===== src/sv/fcc_pkg.sv =====
// Shared types, register indexes and constants of the fan curve controller.
// Used by fcc_ctrl, fcc_dp and fan_curve_controller; depends on nothing.
package fcc_pkg;

    // Register indexes on the configuration channel
    localparam int unsigned CFG_IDX_W = 3;
    localparam logic [CFG_IDX_W-1:0] REG_MODE         = 3'd0;
    localparam logic [CFG_IDX_W-1:0] REG_MANUAL_PCT   = 3'd1;
    localparam logic [CFG_IDX_W-1:0] REG_DESIRED_TEMP = 3'd2;
    localparam logic [CFG_IDX_W-1:0] REG_MAX_TEMP     = 3'd3;
    localparam logic [CFG_IDX_W-1:0] REG_BLINK_TICKS  = 3'd4;
    localparam int unsigned CFG_DATA_W = 16;

    // Field widths
    localparam int unsigned TEMP_W  = 12;
    localparam int unsigned PCT_W   = 7;
    localparam int unsigned DUTY_W  = 8;
    localparam int unsigned COUNT_W = 16;

    // Input action codes
    localparam logic ACT_SAMPLE = 1'b0;
    localparam logic ACT_TICK   = 1'b1;

    // Mode codes
    localparam logic MODE_AUTO   = 1'b0;
    localparam logic MODE_MANUAL = 1'b1;

    // Reset values of the registers
    localparam logic [TEMP_W-1:0]  DESIRED_RST = 12'sd400;
    localparam logic [TEMP_W-1:0]  MAX_RST     = 12'sd560;
    localparam logic [COUNT_W-1:0] BLINK_RST   = 16'd500;

    // Curve arithmetic: numerator (temp - desired) * 100 fits 19 bits,
    // quotient is below 100 so seven restoring steps cover it
    localparam logic [PCT_W-1:0] PCT_FULL  = 7'd100;
    localparam int unsigned      NUM_W     = 19;
    localparam int unsigned      DIV_STEPS = PCT_W;
    localparam int unsigned      STEP_W    = $clog2(DIV_STEPS);

    // Divide by 100 through a reciprocal: x / 100 == (x * 5243) >> 19 for x < 43698
    localparam int unsigned DUTY_RECIP = 5243;
    localparam int unsigned DUTY_SHIFT = 19;
    localparam int unsigned DUTY_PROD_W = 28;

    typedef enum logic [1:0] {
        ST_IDLE,
        ST_EVAL,
        ST_DIV,
        ST_EMIT
    } fcc_state_t;

    // Controller to datapath
    typedef struct packed {
        logic load;      // capture the accepted item
        logic eval;      // update alarm, LED and clamped percent
        logic div_step;  // one restoring division step
        logic emit;      // write the output register
    } fcc_cmd_t;

    // Datapath to controller
    typedef struct packed {
        logic need_div;  // sample lies on the slope of the curve
        logic div_last;  // current division step is the final one
        logic out_free;  // output register can take an item
    } fcc_status_t;

    // Duty = percent * 255 / 100, truncated
    function automatic logic [DUTY_W-1:0] duty_of(input logic [PCT_W-1:0] pct);
        logic [14:0]            scaled;
        logic [DUTY_PROD_W-1:0] prod;
        scaled = {pct, 8'd0} - {8'd0, pct};
        prod   = {13'd0, scaled} * DUTY_PROD_W'(DUTY_RECIP);
        return prod[DUTY_SHIFT +: DUTY_W];
    endfunction

endpackage


===== src/sv/fan_curve_controller.sv =====
// Top level of the fan curve controller: stream ports, configuration port,
// controller and datapath. Depends on fcc_pkg, fcc_ctrl and fcc_dp.
//
// Each accepted item (a temperature sample or a timer tick) yields exactly one
// result with the fan percent, the 8-bit duty, the alarm flag and the LED level.
// An item goes from acceptance through evaluation straight to the output step when
// it is a tick, a manual-mode sample or a sample off the slope of the curve, and
// through the division steps first when the sample lies between the desired and the
// maximum temperature: the curve quotient comes from a restoring divider that
// resolves one of its 7 bits per cycle. One item is in work at a time, so the next
// item is not taken before the last one is through; it is taken as soon as the
// result sits in the output register, and the block waits in its last step only
// while an earlier result is still not taken. Configuration writes are accepted
// in every cycle and belong between items.
module fan_curve_controller (
    input  logic        aclk,
    input  logic        aresetn,
    // input items
    input  logic        s_tvalid,
    output logic        s_tready,
    input  logic [15:0] s_tdata,   // [11:0] temperature, [15:12] zero
    input  logic [0:0]  s_tuser,   // [0] action
    // result items
    output logic        m_tvalid,
    input  logic        m_tready,
    output logic [23:0] m_tdata,   // [6:0] fan_percent, [14:7] fan_duty,
                                   // [15] alarm_active, [16] led_level, [23:17] zero
    // configuration writes
    input  logic        cfg_valid,
    output logic        cfg_ready,
    input  logic [fcc_pkg::CFG_IDX_W-1:0]  cfg_index,
    input  logic [fcc_pkg::CFG_DATA_W-1:0] cfg_data
);

    fcc_pkg::fcc_cmd_t    cmd;
    fcc_pkg::fcc_status_t status;

    logic [fcc_pkg::PCT_W-1:0]  out_percent;
    logic [fcc_pkg::DUTY_W-1:0] out_duty;
    logic                       out_alarm;
    logic                       out_led;

    // Registers take writes at any time
    assign cfg_ready = 1'b1;

    fcc_ctrl u_ctrl (
        .aclk     (aclk),
        .aresetn  (aresetn),
        .s_tvalid (s_tvalid),
        .s_tready (s_tready),
        .status   (status),
        .cmd      (cmd)
    );

    fcc_dp u_dp (
        .aclk        (aclk),
        .aresetn     (aresetn),
        .cfg_write   (cfg_valid),
        .cfg_index   (cfg_index),
        .cfg_data    (cfg_data),
        .in_action   (s_tuser[0]),
        .in_temp     (s_tdata[fcc_pkg::TEMP_W-1:0]),
        .cmd         (cmd),
        .status      (status),
        .m_valid     (m_tvalid),
        .m_ready     (m_tready),
        .out_percent (out_percent),
        .out_duty    (out_duty),
        .out_alarm   (out_alarm),
        .out_led     (out_led)
    );

    // Pack the result fields, lowest first
    assign m_tdata = {7'd0, out_led, out_alarm, out_duty, out_percent};

endmodule


===== src/sv/fcc_ctrl.sv =====
// Controller state machine of the fan curve controller.
// Sequences capture, evaluation, division and output; uses fcc_pkg.
module fcc_ctrl (
    input  logic                aclk,
    input  logic                aresetn,
    input  logic                s_tvalid,
    output logic                s_tready,
    input  fcc_pkg::fcc_status_t status,
    output fcc_pkg::fcc_cmd_t    cmd
);

    fcc_pkg::fcc_state_t state_reg, state_next;

    // State register
    always_ff @(posedge aclk) begin
        if (!aresetn) begin
            state_reg <= fcc_pkg::ST_IDLE;
        end else begin
            state_reg <= state_next;
        end
    end

    // Next state and commands
    always_comb begin
        state_next = state_reg;
        cmd        = '0;
        s_tready   = 1'b0;
        case (state_reg)
            fcc_pkg::ST_IDLE: begin
                s_tready = 1'b1;
                if (s_tvalid) begin
                    cmd.load   = 1'b1;
                    state_next = fcc_pkg::ST_EVAL;
                end
            end
            fcc_pkg::ST_EVAL: begin
                cmd.eval   = 1'b1;
                state_next = status.need_div ? fcc_pkg::ST_DIV : fcc_pkg::ST_EMIT;
            end
            fcc_pkg::ST_DIV: begin
                cmd.div_step = 1'b1;
                if (status.div_last) begin
                    state_next = fcc_pkg::ST_EMIT;
                end
            end
            fcc_pkg::ST_EMIT: begin
                // hold until the output register is free
                if (status.out_free) begin
                    cmd.emit   = 1'b1;
                    state_next = fcc_pkg::ST_IDLE;
                end
            end
            default: begin
                state_next = fcc_pkg::ST_IDLE;
            end
        endcase
    end

endmodule


===== src/sv/fcc_dp.sv =====
// Datapath of the fan curve controller: configuration registers, alarm and
// blink state, curve divider and output register; uses fcc_pkg.
module fcc_dp (
    input  logic                                aclk,
    input  logic                                aresetn,
    // configuration writes
    input  logic                                cfg_write,
    input  logic [fcc_pkg::CFG_IDX_W-1:0]       cfg_index,
    input  logic [fcc_pkg::CFG_DATA_W-1:0]      cfg_data,
    // input item
    input  logic                                in_action,
    input  logic [fcc_pkg::TEMP_W-1:0]          in_temp,
    // control
    input  fcc_pkg::fcc_cmd_t                   cmd,
    output fcc_pkg::fcc_status_t                status,
    // result
    output logic                                m_valid,
    input  logic                                m_ready,
    output logic [fcc_pkg::PCT_W-1:0]           out_percent,
    output logic [fcc_pkg::DUTY_W-1:0]          out_duty,
    output logic                                out_alarm,
    output logic                                out_led
);

    localparam int unsigned TW = fcc_pkg::TEMP_W;
    localparam int unsigned PW = fcc_pkg::PCT_W;
    localparam int unsigned CW = fcc_pkg::COUNT_W;
    localparam int unsigned NW = fcc_pkg::NUM_W;
    localparam int unsigned SW = fcc_pkg::STEP_W;

    // configuration
    logic                 mode_reg, mode_next;
    logic [PW-1:0]        manual_reg, manual_next;
    logic signed [TW-1:0] desired_reg, desired_next;
    logic signed [TW-1:0] max_reg, max_next;
    logic [CW-1:0]        ticks_reg, ticks_next;

    // control state
    logic                 alarm_reg, alarm_next;
    logic                 led_reg, led_next;
    logic [CW-1:0]        count_reg, count_next;
    logic [PW-1:0]        held_reg, held_next;

    // captured item and divider
    logic                 action_reg;
    logic signed [TW-1:0] temp_reg;
    logic [NW-1:0]        rem_reg, rem_next;
    logic [TW-1:0]        den_reg, den_next;
    logic [PW-1:0]        quo_reg, quo_next;
    logic [SW-1:0]        step_reg, step_next;

    // output register
    logic                 m_valid_reg;
    logic [PW-1:0]        pct_out_reg;
    logic [fcc_pkg::DUTY_W-1:0] duty_out_reg;
    logic                 alarm_out_reg, led_out_reg;

    // evaluation helpers
    logic [TW:0]          diff;
    logic [TW:0]          span;
    logic [NW-1:0]        num;
    logic [NW-1:0]        trial;
    logic [CW:0]          count_inc;
    logic                 is_auto_sample;
    logic [PW-1:0]        manual_clamped;

    assign diff = {temp_reg[TW-1], temp_reg} - {desired_reg[TW-1], desired_reg};
    assign span = {max_reg[TW-1], max_reg} - {desired_reg[TW-1], desired_reg};
    // times 100 as 64 + 32 + 4
    assign num  = NW'({diff[TW-1:0], 6'd0}) + NW'({diff[TW-1:0], 5'd0})
                + NW'({diff[TW-1:0], 2'd0});
    assign trial = NW'({den_reg, 6'd0}) >> (SW'(fcc_pkg::DIV_STEPS - 1) - step_reg);
    assign count_inc = {1'b0, count_reg} + (CW+1)'(1);
    assign is_auto_sample = (action_reg == fcc_pkg::ACT_SAMPLE)
                         && (mode_reg == fcc_pkg::MODE_AUTO);

    assign status.need_div = is_auto_sample && (temp_reg > desired_reg)
                          && (temp_reg < max_reg);
    assign status.div_last = (step_reg == '0);
    assign status.out_free = !m_valid_reg || m_ready;

    // State update for configuration writes, evaluation and division
    always_comb begin
        mode_next    = mode_reg;
        manual_next  = manual_reg;
        desired_next = desired_reg;
        max_next     = max_reg;
        ticks_next   = ticks_reg;
        alarm_next   = alarm_reg;
        led_next     = led_reg;
        count_next   = count_reg;
        held_next    = held_reg;
        rem_next     = rem_reg;
        den_next     = den_reg;
        quo_next     = quo_reg;
        step_next    = step_reg;
        manual_clamped = '0;

        // register writes; manual mode forces the alarm off and the percent
        if (cfg_write) begin
            case (cfg_index)
                fcc_pkg::REG_MODE:         mode_next    = cfg_data[0];
                fcc_pkg::REG_MANUAL_PCT:   manual_next  = cfg_data[PW-1:0];
                fcc_pkg::REG_DESIRED_TEMP: desired_next = cfg_data[TW-1:0];
                fcc_pkg::REG_MAX_TEMP:     max_next     = cfg_data[TW-1:0];
                fcc_pkg::REG_BLINK_TICKS:  ticks_next   = cfg_data[CW-1:0];
                default: ;
            endcase
            manual_clamped = (manual_next > fcc_pkg::PCT_FULL) ? fcc_pkg::PCT_FULL
                                                               : manual_next;
            if (cfg_index <= fcc_pkg::REG_BLINK_TICKS
                && mode_next == fcc_pkg::MODE_MANUAL) begin
                alarm_next = 1'b0;
                led_next   = 1'b0;
                count_next = '0;
                held_next  = manual_clamped;
            end
        end

        // evaluate the captured item
        if (cmd.eval) begin
            if (action_reg == fcc_pkg::ACT_TICK) begin
                if (alarm_reg) begin
                    if (count_inc >= {1'b0, ticks_reg}) begin
                        led_next   = !led_reg;
                        count_next = '0;
                    end else begin
                        count_next = count_inc[CW-1:0];
                    end
                end
            end else if (mode_reg == fcc_pkg::MODE_AUTO) begin
                if (temp_reg > max_reg) begin
                    if (!alarm_reg) begin
                        alarm_next = 1'b1;
                        count_next = '0;
                    end
                end else begin
                    alarm_next = 1'b0;
                    led_next   = 1'b0;
                    count_next = '0;
                end
                if (temp_reg <= desired_reg) begin
                    held_next = '0;
                end else if (temp_reg >= max_reg) begin
                    held_next = fcc_pkg::PCT_FULL;
                end
                // start the divider on the slope
                rem_next  = num;
                den_next  = span[TW-1:0];
                quo_next  = '0;
                step_next = SW'(fcc_pkg::DIV_STEPS - 1);
            end
        end

        // one restoring step, most significant quotient bit first
        if (cmd.div_step) begin
            if (rem_reg >= trial) begin
                rem_next = rem_reg - trial;
                quo_next = quo_reg | (PW'(1) << step_reg);
            end
            step_next = step_reg - SW'(1);
            if (status.div_last) begin
                held_next = quo_next;
            end
        end
    end

    // Control and configuration registers
    always_ff @(posedge aclk) begin
        if (!aresetn) begin
            mode_reg    <= fcc_pkg::MODE_AUTO;
            manual_reg  <= '0;
            desired_reg <= fcc_pkg::DESIRED_RST;
            max_reg     <= fcc_pkg::MAX_RST;
            ticks_reg   <= fcc_pkg::BLINK_RST;
            alarm_reg   <= 1'b0;
            led_reg     <= 1'b0;
            count_reg   <= '0;
            held_reg    <= '0;
            m_valid_reg <= 1'b0;
        end else begin
            mode_reg    <= mode_next;
            manual_reg  <= manual_next;
            desired_reg <= desired_next;
            max_reg     <= max_next;
            ticks_reg   <= ticks_next;
            alarm_reg   <= alarm_next;
            led_reg     <= led_next;
            count_reg   <= count_next;
            held_reg    <= held_next;
            if (cmd.emit) begin
                m_valid_reg <= 1'b1;
            end else if (m_ready) begin
                m_valid_reg <= 1'b0;
            end
        end
    end

    // Payload registers
    always_ff @(posedge aclk) begin
        if (cmd.load) begin
            action_reg <= in_action;
            temp_reg   <= in_temp;
        end
        rem_reg  <= rem_next;
        den_reg  <= den_next;
        quo_reg  <= quo_next;
        step_reg <= step_next;
        if (cmd.emit) begin
            pct_out_reg   <= held_reg;
            duty_out_reg  <= fcc_pkg::duty_of(held_reg);
            alarm_out_reg <= alarm_reg;
            led_out_reg   <= led_reg;
        end
    end

    assign m_valid     = m_valid_reg;
    assign out_percent = pct_out_reg;
    assign out_duty    = duty_out_reg;
    assign out_alarm   = alarm_out_reg;
    assign out_led     = led_out_reg;

endmodule


===== config.mk =====
export PLATFORM = sky130hd
export DESIGN_NAME = fan_curve_controller
export DESIGN_NICKNAME = d
export VERILOG_FILES = /design/src/sv/fcc_pkg.sv /design/src/sv/fan_curve_controller.sv /design/src/sv/fcc_ctrl.sv /design/src/sv/fcc_dp.sv
export SDC_FILE = /design/constraint.sdc
export NUM_CORES = 1
export LEC_CHECK = 0
export ABC_AREA = 0
export BUFFER_PORTS_ARGS = -buffer_cell sky130_fd_sc_hd__buf_2
export CAP_MARGIN = 10
export CELL_PAD_IN_SITES_DETAIL_PLACEMENT = 2
export CELL_PAD_IN_SITES_GLOBAL_PLACEMENT = 2
export CORE_MARGIN = 8
export CORE_UTILIZATION = 25
export DETAILED_ROUTE_END_ITERATION = 10
export HOLD_SLACK_MARGIN = 0.03
export MAX_ROUTING_LAYER = met4
export PLACE_DENSITY = 0.61
export SETUP_SLACK_MARGIN = 0.2
export SKIP_CTS_REPAIR_TIMING = 1
export SYNTH_ARGS = -nofsm -noshare
export SYNTH_HDL_FRONTEND = slang
export SYNTH_SLANG_ARGS = --single-unit
export TNS_END_PERCENT = 50

===== constraint.sdc =====
create_clock -name aclk -period 8.45 [get_ports aclk]
set_input_delay 1.69 -clock aclk [delete_from_list [all_inputs] [get_ports aclk]]
set_output_delay 1.69 -clock aclk [all_outputs]
set_load 0.01 [all_outputs]

==> flow_metrics.py, run 1 <==
metrics = {
    "status": {
        "status": "finished clean",
    },
    "logic_synthesis": {
        "ys_ff_latch": 147,
        "synth_compound_area_share_pct": 15.0,
        "yosys-top-cells-area": "ha_1, dfxtp_1, fa_1, edfxtp_1, inv_1",
        "syn-mean-instance-area_um2": 8.65,
        "synthMuxAreaShare_pct": 2.94,
        "synth_top_area_share_pct": 17.6,
        "yosysUniqueCellTypes": 73,
        "synth-simple-area-share_pct": 16.1,
        "synth_top_family_by_area": "adder cells",
        "synth_xor_area_share_pct": 4.47,
        "synth.cell_area_um2": 13900,
        "yosysWarnings": 0,
        "synth_top_area_cell": "ha_1",
        "ys_seq_area_share_pct": 24.4,
        "synth_fa_ha_area_share_pct": 28.7,
        "synth_edf_count": 45,
        "async_reset_ff_share_pct": 0,
        "synthCells": 1608,
        "synth_flop_cell": "dfxtp_1",
    },
    "grt": {
        "grt_max_degree": 30,
        "grt_overflow": 0,
        "antenna_found_initial": 3,
        "grt_pass1_vias": 12510,
        "grt_usage_pct": 14.1,
        "grt_pass1_wl_um": 68900,
    },
    "timing": {
        "period_share_pct": 81.1,
        "grt_setup_unrepaired": "no",
        "setup_viol": 0,
        "post-route-min-period_ns": 6.85,
        "worstMarginPinSlew_ns": 1.16,
        "max_freq_mhz": 146,
        "relSlewSlack_pct": 22.2,
        "finalSetupTns_ns": 0,
        "hold_viol_final": 0,
        "clock_skew_ns": 0.0162,
        "drv_slew": 0,
    },
    "placement": {
        "io_buffers": 55,
        "place.gp.congestion": 0.756,
        "post-place-cells": 2373,
        "post_dp_cell_area_um2": 15000,
        "dp_hpwl_um": 35300,
    },
    "floorplanning": {
        "die_y_um": 252,
        "dieArea_um2": 63500,
        "start_util_pct": 25.3,
        "fp.dieW_um": 252,
        "core_um2": 55100,
        "pin_count": 68,
        "row_count": 86,
    },
    "clocking": {
        "cts_tree": "yes",
        "clkTransAtPathRegs_ns": 0.07,
        "clk_latency_ns": 0.47,
        "ctsHtreeMaxLevel": 4,
        "cts_made_buffers": 17,
        "clkSinkCount": 147,
        "cts_root_buf": "clkbuf_16",
        "cts_max_path_buffers": 2,
    },
    "routing": {
        "dr.pass1.iters": 4,
        "via_count": 11318,
        "first_iter_violations": 297,
        "ant_nets": 0,
        "drc": 0,
        "wl_per_cell_um": 17.7,
        "avgViaCountPerCell": 4.70,
        "finalWirelength_um": 42500,
    },
    "power": {
        "power_density_nw_per_um2": 444,
        "ir_drop_v": 0.000190,
        "power.leakage_nw": 7.04,
        "power_mw": 6.91,
    },
    "setup_path": {
        "required_ns": 8.74,
        "cp.buffers_inverters": 4,
        "cp_slowest_cell": "a21oi_1",
        "critical_path.startpoint_type": "flop",
        "critical-path-max-stage-delay_ns": 0.67,
        "cp.arrival_ns": 7.14,
        "cpLargestDelayFamily": "adder cells",
        "cp-end-kind": "flop",
        "path_max_fanout": 8,
        "critPathKind": "flop to flop",
        "path_cells": "nor4_1 > and2_1 > nor3_1 > a21oi_1 > inv_1 > ha_1 > fa_1 > fa_1 > fa_1 > inv_1 > fa_1 > inv_1 > ha_1 > nand4_1 > inv_1 > a221o_1 > a2bb2oi_1 > a21oi_1 > or2_2 > a311oi_1",
    },
    "final_layout": {
        "final_net_count": 1958,
        "final_cell_area_um2": 15600,
        "drive_gt1_share_pct": 8.09,
        "fillers": 6344,
        "area_growth_pct": 12.0,
        "final_cells": 2408,
        "largest_reg_flops": 19,
        "final_core_util_pct": 28.3,
    },
    "hold_path": {
        "hp-class": "flop to flop",
    },
    "run": {
        "maxCapViolations": 0,
    },
}
Yosys cell counts (26+ instances only):
cell type    n
fa_1        77
nor3_1      28
o211ai_1    26
nor2_1      66
edfxtp_1    45
o21ai_0     50
clkbuf_1    31
dfxtp_1    102
xnor2_1     46
ha_1       196
nand2_1    194
inv_1      239
a21oi_1     98
nand3_1     60
path summary, 6_finish.rpt:
check | start | endpoint | slack [ns] | depth (start not counted)
max reg2reg | u_dp.held_reg[3] | u_dp.out_duty[7] | 1.60 | 20
min | u_dp.ticks_reg[9] | u_dp.ticks_reg[9] | 0.46 | 2
max | u_dp.held_reg[3] | u_dp.out_duty[7] | 1.60 | 20
min reg2reg | u_dp.ticks_reg[9] | u_dp.ticks_reg[9] | 0.46 | 2
routing by layer:
layer | vias to the layer above | share of wire (%) | track usage, %
met3 | 20 | 2.5 | 2.41
met2 | 91 | 49 | 23.9
met5 | - | 0 | -
met4 | 0 | 0.71 | 2.74
li1 | 5575 | - | -
met1 | 5632 | 47 | 17.5
placed cells by master (no fill, tap or decap), types with 10 or more instances in the layout:
cell       Yosys  routed
mux2i_1       24      24
buf_4         11      13
a21o_1        13      13
nor2b_1       23      22
fa_1          77      77
o31ai_1       11      11
o21a_1        20      20
dfxtp_1      102     102
edfxtp_1      45      45
or2_2         10      10
nand2_1      194     194
nor3_1        28      28
buf_2         12      55
ha_1         196     196
a21oi_1       98      98
o21ai_0       50      50
nand2b_1      14      14
nor2_1        66      66
o211ai_1      26      26
nand3_1       60      60
a211o_1       10      10
nand4_1       17      17
xor2_1        25      25
inv_1        239     239
clkbuf_16      0      19
and3_1        10      10
xnor2_1       46      46
a31oi_1       24      24
through the flow:
stage	setup WS, ns	hold WS [ns]
floorplan	2.24	0.403
global placement	1.54	0.446
detailed placement	1.50	0.451
CTS	1.50	0.462
global route	1.21	0.481
finish	1.60	0.459
cell type report:
type	count	area, µm²	area share, %
Timing Repair Buffer	68	373	2.39
Antenna cell	3	7.51	0.0482
Clock buffer	22	507	3.25
Clock inverter	10	80.1	0.514
Sequential cell	147	3390	21.8
Inverter	239	897	5.76
Tap cell	748	936	6.01
Multi-Input combinational cell	1171	9390	60.3
power by group:
part           switching, mW  total [mW]  internal [mW]  leakage [nW]
Sequential            0.0996       0.974          0.874          1.25
Clock                  0.350       0.783          0.433         0.295
Combinational           3.10        5.15           2.05          5.50
logic make-up (layout without fill, tap and decap cells):
group | Yosys count | in the layout
simple gates | 470 | 470
fa+ha+maj | 273 | 273
other cells | 2 | 11
buf+inv | 296 | 339
mux | 32 | 32
compound gates | 317 | 317
xor+xnor | 71 | 71
flops | 147 | 147
worst reg2reg max path: cells and delay by family, from the launching register on:
| family | cells | cell delay [ns] |
|---|---|---|
| compound gates | 5 | 1.72 |
| fa+ha+maj | 6 | 2.69 |
| buf+inv | 4 | 0.27 |
| flops | 1 | 0.40 |
| simple gates | 5 | 1.61 |
Power figures use the tool's default switching activity.
==> inputs of run 2 (changes only) <==
PLACE_DENSITY = 0.63   (was 0.61)
clock period = 5.95 ns   (was 8.45 ns; I/O delays follow)
==> flow_metrics.py, run 2 (same netlist as run 1, synthesis figures left out) <==
metrics = {
    "placement": {
        "place.gp.congestion": 0.781,
        "post-place-cells": 2397,
        "io_buffers": 55,
        "dp_hpwl_um": 35000,
    },
    "final_layout": {
        "diodes": 0,
        "final_common_cell": "inv_1",
        "area_growth_pct": 17.5,
        "largest_reg_flops": 19,
        "final_core_util_pct": 29.7,
        "final_net_count": 1999,
        "final_cell_mix": "inv_1, nand2_1, ha_1",
        "final_cells": 2446,
        "drive_gt1_share_pct": 14.3,
    },
    "routing": {
        "finalWirelength_um": 43300,
        "via_count": 11511,
        "drc": 0,
        "ant_nets": 0,
        "avgViaCountPerCell": 4.71,
        "wl_per_cell_um": 17.7,
        "dr.pass1.iters": 4,
        "first_iter_violations": 370,
    },
    "grt": {
        "grt_pass1_wl_um": 69300,
        "grt_pass1_vias": 12743,
        "grt_overflow": 0,
        "antenna_found_initial": 1,
        "grt_max_degree": 42,
        "grt_usage_pct": 14.1,
    },
    "timing": {
        "relSlewSlack_pct": 23.4,
        "holdWs_ns": 0.458,
        "grt_setup_unrepaired": "yes",
        "max_freq_mhz": 174,
        "drv_slew": 0,
        "worstMarginPinSlew_ns": 1.15,
        "hold_viol_final": 0,
        "period_share_pct": 96.5,
        "clock_skew_ns": 0.0157,
        "finalSetupTns_ns": 0,
        "setup_viol": 0,
        "post-route-min-period_ns": 5.74,
    },
    "floorplanning": {
        "die_y_um": 252,
        "dieArea_um2": 63500,
        "pin_count": 68,
        "fp.dieW_um": 252,
        "row_count": 86,
        "core_um2": 55100,
        "start_util_pct": 25.3,
    },
    "setup_path": {
        "cp.arrival_ns": 5.94,
        "critical_path.startpoint_type": "flop",
        "critical-path-max-stage-delay_ns": 0.60,
        "required_ns": 6.15,
        "path_cells": "nor4_2 > buf_4 > and2_2 > nor3_1 > a21oi_2 > buf_4 > buf_4 > fa_1 > inv_1 > ha_1 > fa_1 > fa_1 > inv_2 > fa_1 > inv_2 > ha_4 > nand4_1 > buf_4 > or4_4 > a21oi_4 > buf_6 > nor3_4 > xnor2_1",
        "cp.buffers_inverters": 8,
        "cp_slowest_cell": "fa_1",
        "critPathKind": "flop to flop",
        "cpLargestDelayFamily": "adder cells",
        "path_max_fanout": 4,
        "cp-end-kind": "flop",
    },
    "clocking": {
        "cts_made_buffers": 17,
        "clkSinkCount": 147,
        "clkTransAtPathRegs_ns": 0.07,
        "cts_root_buf": "clkbuf_16",
        "ctsHtreeMaxLevel": 4,
        "cts_max_path_buffers": 2,
        "cts_tree": "yes",
        "clk_latency_ns": 0.47,
    },
    "status": {
        "status": "finished clean",
    },
    "hold_path": {
        "hp-class": "flop to flop",
    },
    "run": {
        "maxCapViolations": 0,
    },
}
==> run 2: cell count changes in the layout (fill, tap and decap cells not counted), sizes merged <==
| cell | before | now |
|---|---|---|
| clkinvlp | 0 | 2 |
| clkinv | 3 | 1 |
| clkbuf | 22 | 26 |
| bufinv | 0 | 1 |
| diode | 3 | 0 |
| inv | 246 | 241 |
| buf | 68 | 109 |
==> run 2: cell type report <==
| cell class | instances | area [µm²] |
|---|---|---|
| repair buffers | 109 | 692 |
| inverters | 239 | 903 |
| clock inverters | 6 | 72.6 |
| multi-input cells | 1171 | 9780 |
| clock buffers | 26 | 579 |
| well taps | 748 | 936 |
| fillers | 6302 | 38700 |
| flip-flops and latches | 147 | 3400 |
==> run 2: through the flow <==
step / instance area, µm² / worst slack (ns)
floorplan: 14000 / 0.234
global placement: 15200 / 0.0306
detailed placement: 15200 / -0.191
CTS: 15900 / -0.216
global route: 16400 / 0.0152
finish: 16400 / 0.210
==> run 2: final timing paths <==
path / start / end / slack (ns) / depth (start not counted)
setup reg to reg: u_dp.held_reg[6] / u_dp.out_duty[6] / 0.21 / 23
hold reg to reg: u_dp.ticks_reg[11] / u_dp.ticks_reg[11] / 0.46 / 2
hold / removal: u_dp.ticks_reg[11] / u_dp.ticks_reg[11] / 0.46 / 2
setup / recovery: u_dp.held_reg[6] / u_dp.out_duty[6] / 0.21 / 23
==> run 2: layer usage <==
metal | vias to the layer above | share of wire [%] | global-route usage [%]
li1 | 5643 | - | -
met1 | 5713 | 48 | 17.3
met2 | 113 | 49 | 23.9
met3 | 42 | 1.7 | 1.89
met4 | 0 | 1.9 | 4.20
met5 | - | 0 | -
==> run 2: worst reg2reg max path: stages (launching register included) <==
cell	delay, ns
dfxtp_1	0.35
nor4_2	0.05
buf_4	0.14
and2_2	0.20
nor3_1	0.23
a21oi_2	0.11
buf_4	0.15
buf_4	0.14
fa_1	0.49
inv_1	0.05
ha_1	0.22
fa_1	0.48
fa_1	0.60
inv_2	0.05
fa_1	0.54
inv_2	0.05
ha_4	0.27
nand4_1	0.13
buf_4	0.17
or4_4	0.57
a21oi_4	0.19
buf_6	0.13
nor3_4	0.04
xnor2_1	0.12
Power of run 2 is not shown: default switching activity piles up to over one toggle a cycle in this logic, so the estimate is an artifact.
==> inputs of run 3 (changes only) <==
ABC_AREA = 1   (was 0)
CORE_UTILIZATION = 34   (was 25)
PLACE_DENSITY = 0.84   (was 0.63)
==> flow_metrics.py, run 3 <==
metrics = {
    "final_layout": {
        "fillers": 5094,
        "final_common_cell": "nand2_1",
        "area_growth_pct": 13.8,
        "diodes": 0,
        "multiInputGateArea_um2": 10500,
        "final_cell_mix": "nand2_1, inv_1, ha_1",
        "seqCellArea_um2": 3400,
        "largest_reg_flops": 19,
        "drive_gt1_share_pct": 13.1,
        "final_net_count": 2448,
    },
    "timing": {
        "clock_skew_ns": 0.00739,
        "hold_viol_final": 0,
        "relSlewSlack_pct": 14.6,
        "grt_setup_unrepaired": "yes",
        "max_freq_mhz": 168,
        "setup_viol": 0,
        "period_share_pct": 99.9,
        "drv_slew": 0,
        "post-route-min-period_ns": 5.95,
        "worstMarginPinSlew_ns": 1.28,
        "holdWs_ns": 0.473,
    },
    "clocking": {
        "clkTransAtPathRegs_ns": 0.07,
        "ctsHtreeMaxLevel": 4,
        "cts_max_path_buffers": 2,
        "cts_made_buffers": 17,
        "cts_tree": "yes",
        "cts_root_buf": "clkbuf_16",
        "clk_latency_ns": 0.48,
        "clkSinkCount": 147,
    },
    "grt": {
        "antenna_found_initial": 0,
        "grt_pass1_wl_um": 90300,
        "grt_pass1_vias": 16107,
        "grt_overflow": 0,
        "grt_max_degree": 45,
        "grt_usage_pct": 22.3,
    },
    "routing": {
        "via_count": 14858,
        "finalWirelength_um": 63800,
        "drc": 0,
        "ant_nets": 0,
        "avgViaCountPerCell": 5.42,
        "wl_per_cell_um": 23.3,
        "dr.pass1.iters": 5,
        "first_iter_violations": 634,
    },
    "logic_synthesis": {
        "yosysUniqueCellTypes": 57,
        "synth_common_cells": "inv_1, nand2_1, ha_1",
        "synth_top_area_cell": "ha_1",
        "ys_seq_area_share_pct": 22.2,
        "synth_top_area_share_pct": 16.1,
        "synthCells": 2067,
        "syn-mean-instance-area_um2": 7.38,
        "synth_flop_cell": "dfxtp_1",
        "async_reset_ff_share_pct": 0,
        "ys_ff_latch": 147,
        "yosys-top-cells-area": "ha_1, dfxtp_1, fa_1, inv_1, nand2_1",
        "synth.cell_area_um2": 15300,
        "yosysWarnings": 0,
        "synth_edf_count": 45,
        "yosys.cell_count.top_type": "inv_1",
    },
    "setup_path": {
        "critical_path.startpoint_type": "flop",
        "cp-end-kind": "flop",
        "required_ns": 6.17,
        "critical-path-max-stage-delay_ns": 0.55,
        "critPathKind": "flop to flop",
        "path_max_fanout": 5,
        "cp_slowest_cell": "fa_1",
        "cp.arrival_ns": 6.17,
        "rrSetupSlack_ns": 0.004,
        "crit_path_frequent_cell": "inv_1",
    },
    "floorplanning": {
        "start_util_pct": 34.5,
        "pin_count": 68,
        "die_y_um": 228,
        "fp.dieW_um": 228,
        "dieArea_um2": 51900,
        "core_um2": 44200,
        "row_count": 77,
    },
    "placement": {
        "io_buffers": 55,
        "place.gp.congestion": 0.916,
        "dp_hpwl_um": 45100,
    },
    "status": {
        "status": "finished clean",
    },
    "hold_path": {
        "hp-class": "flop to flop",
    },
    "run": {
        "maxCapViolations": 0,
    },
}
## run 3: layout make-up
cell class | instances | area share, %
clock buffer | 18 | 2.53
clock inverter | 14 | 0.785
inverter | 402 | 8.71
multi-input combinational | 1465 | 60.4
sequential | 147 | 19.6
tap | 592 | 4.26
timing repair buffer | 101 | 3.75
## run 3: path summary, 6_finish.rpt
check,cells past startpoint,to,startpoint
hold reg to reg,2,u_dp.ticks_reg[14],u_dp.ticks_reg[14]
setup / recovery,29,u_dp.out_duty[2],u_dp.held_reg[1]
hold / removal,2,u_dp.ticks_reg[14],u_dp.ticks_reg[14]
setup reg to reg,29,u_dp.out_duty[2],u_dp.held_reg[1]
## run 3: through the flow
| step | instances | setup WS, ns | area (µm²) | setup TNS (ns) | util (%) |
|---|---|---|---|---|---|
| global route | 2739 | -0.259 | 17400 | -1.09 | 39.3 |
| CTS | 2720 | -0.487 | 16800 | -1.83 | 37.9 |
| global placement | 2688 | 0.0158 | 16200 | 0 | 36.6 |
| detailed placement | 2688 | -0.256 | 16200 | -0.951 | 36.6 |
| finish | 2739 | 0.00402 | 17400 | 0 | 39.3 |
| floorplan | 2073 | 0.255 | 15300 | 0 | - |
## run 3: kinds of logic after synthesis
kind of cell / count (synthesis) / share of synthesized area [%]
compound gates: 381 / 14.2
xor+xnor: 71 / 4.25
fa+ha+maj: 273 / 26.2
buf+inv: 461 / 12.0
flops: 147 / 22.2
mux: 4 / 0.262
other cells: 2 / 0.0492
simple gates: 728 / 20.9
## run 3: layer usage
metal / vias up / global-route usage (%) / share of wire, %
met2: 345 / 39.2 / 51
met3: 140 / 2.68 / 2.8
met1: 7550 / 25.9 / 42
met4: 0 / 8.22 / 3.9
met5: - / - / 0
li1: 6823 / - / -
## run 3: worst max-delay path: cells and delay by family (launching register included)
kind,cells,cell delay [ns]
AO/OA/AOI/OAI,3,0.53
buffers and inverters,8,0.76
flip-flops,1,0.38
adder cells (fa/ha/maj),6,2.41
XOR/XNOR,3,0.56
AND/OR/NAND/NOR,9,1.06
Power of run 3 is left out for the same reason.
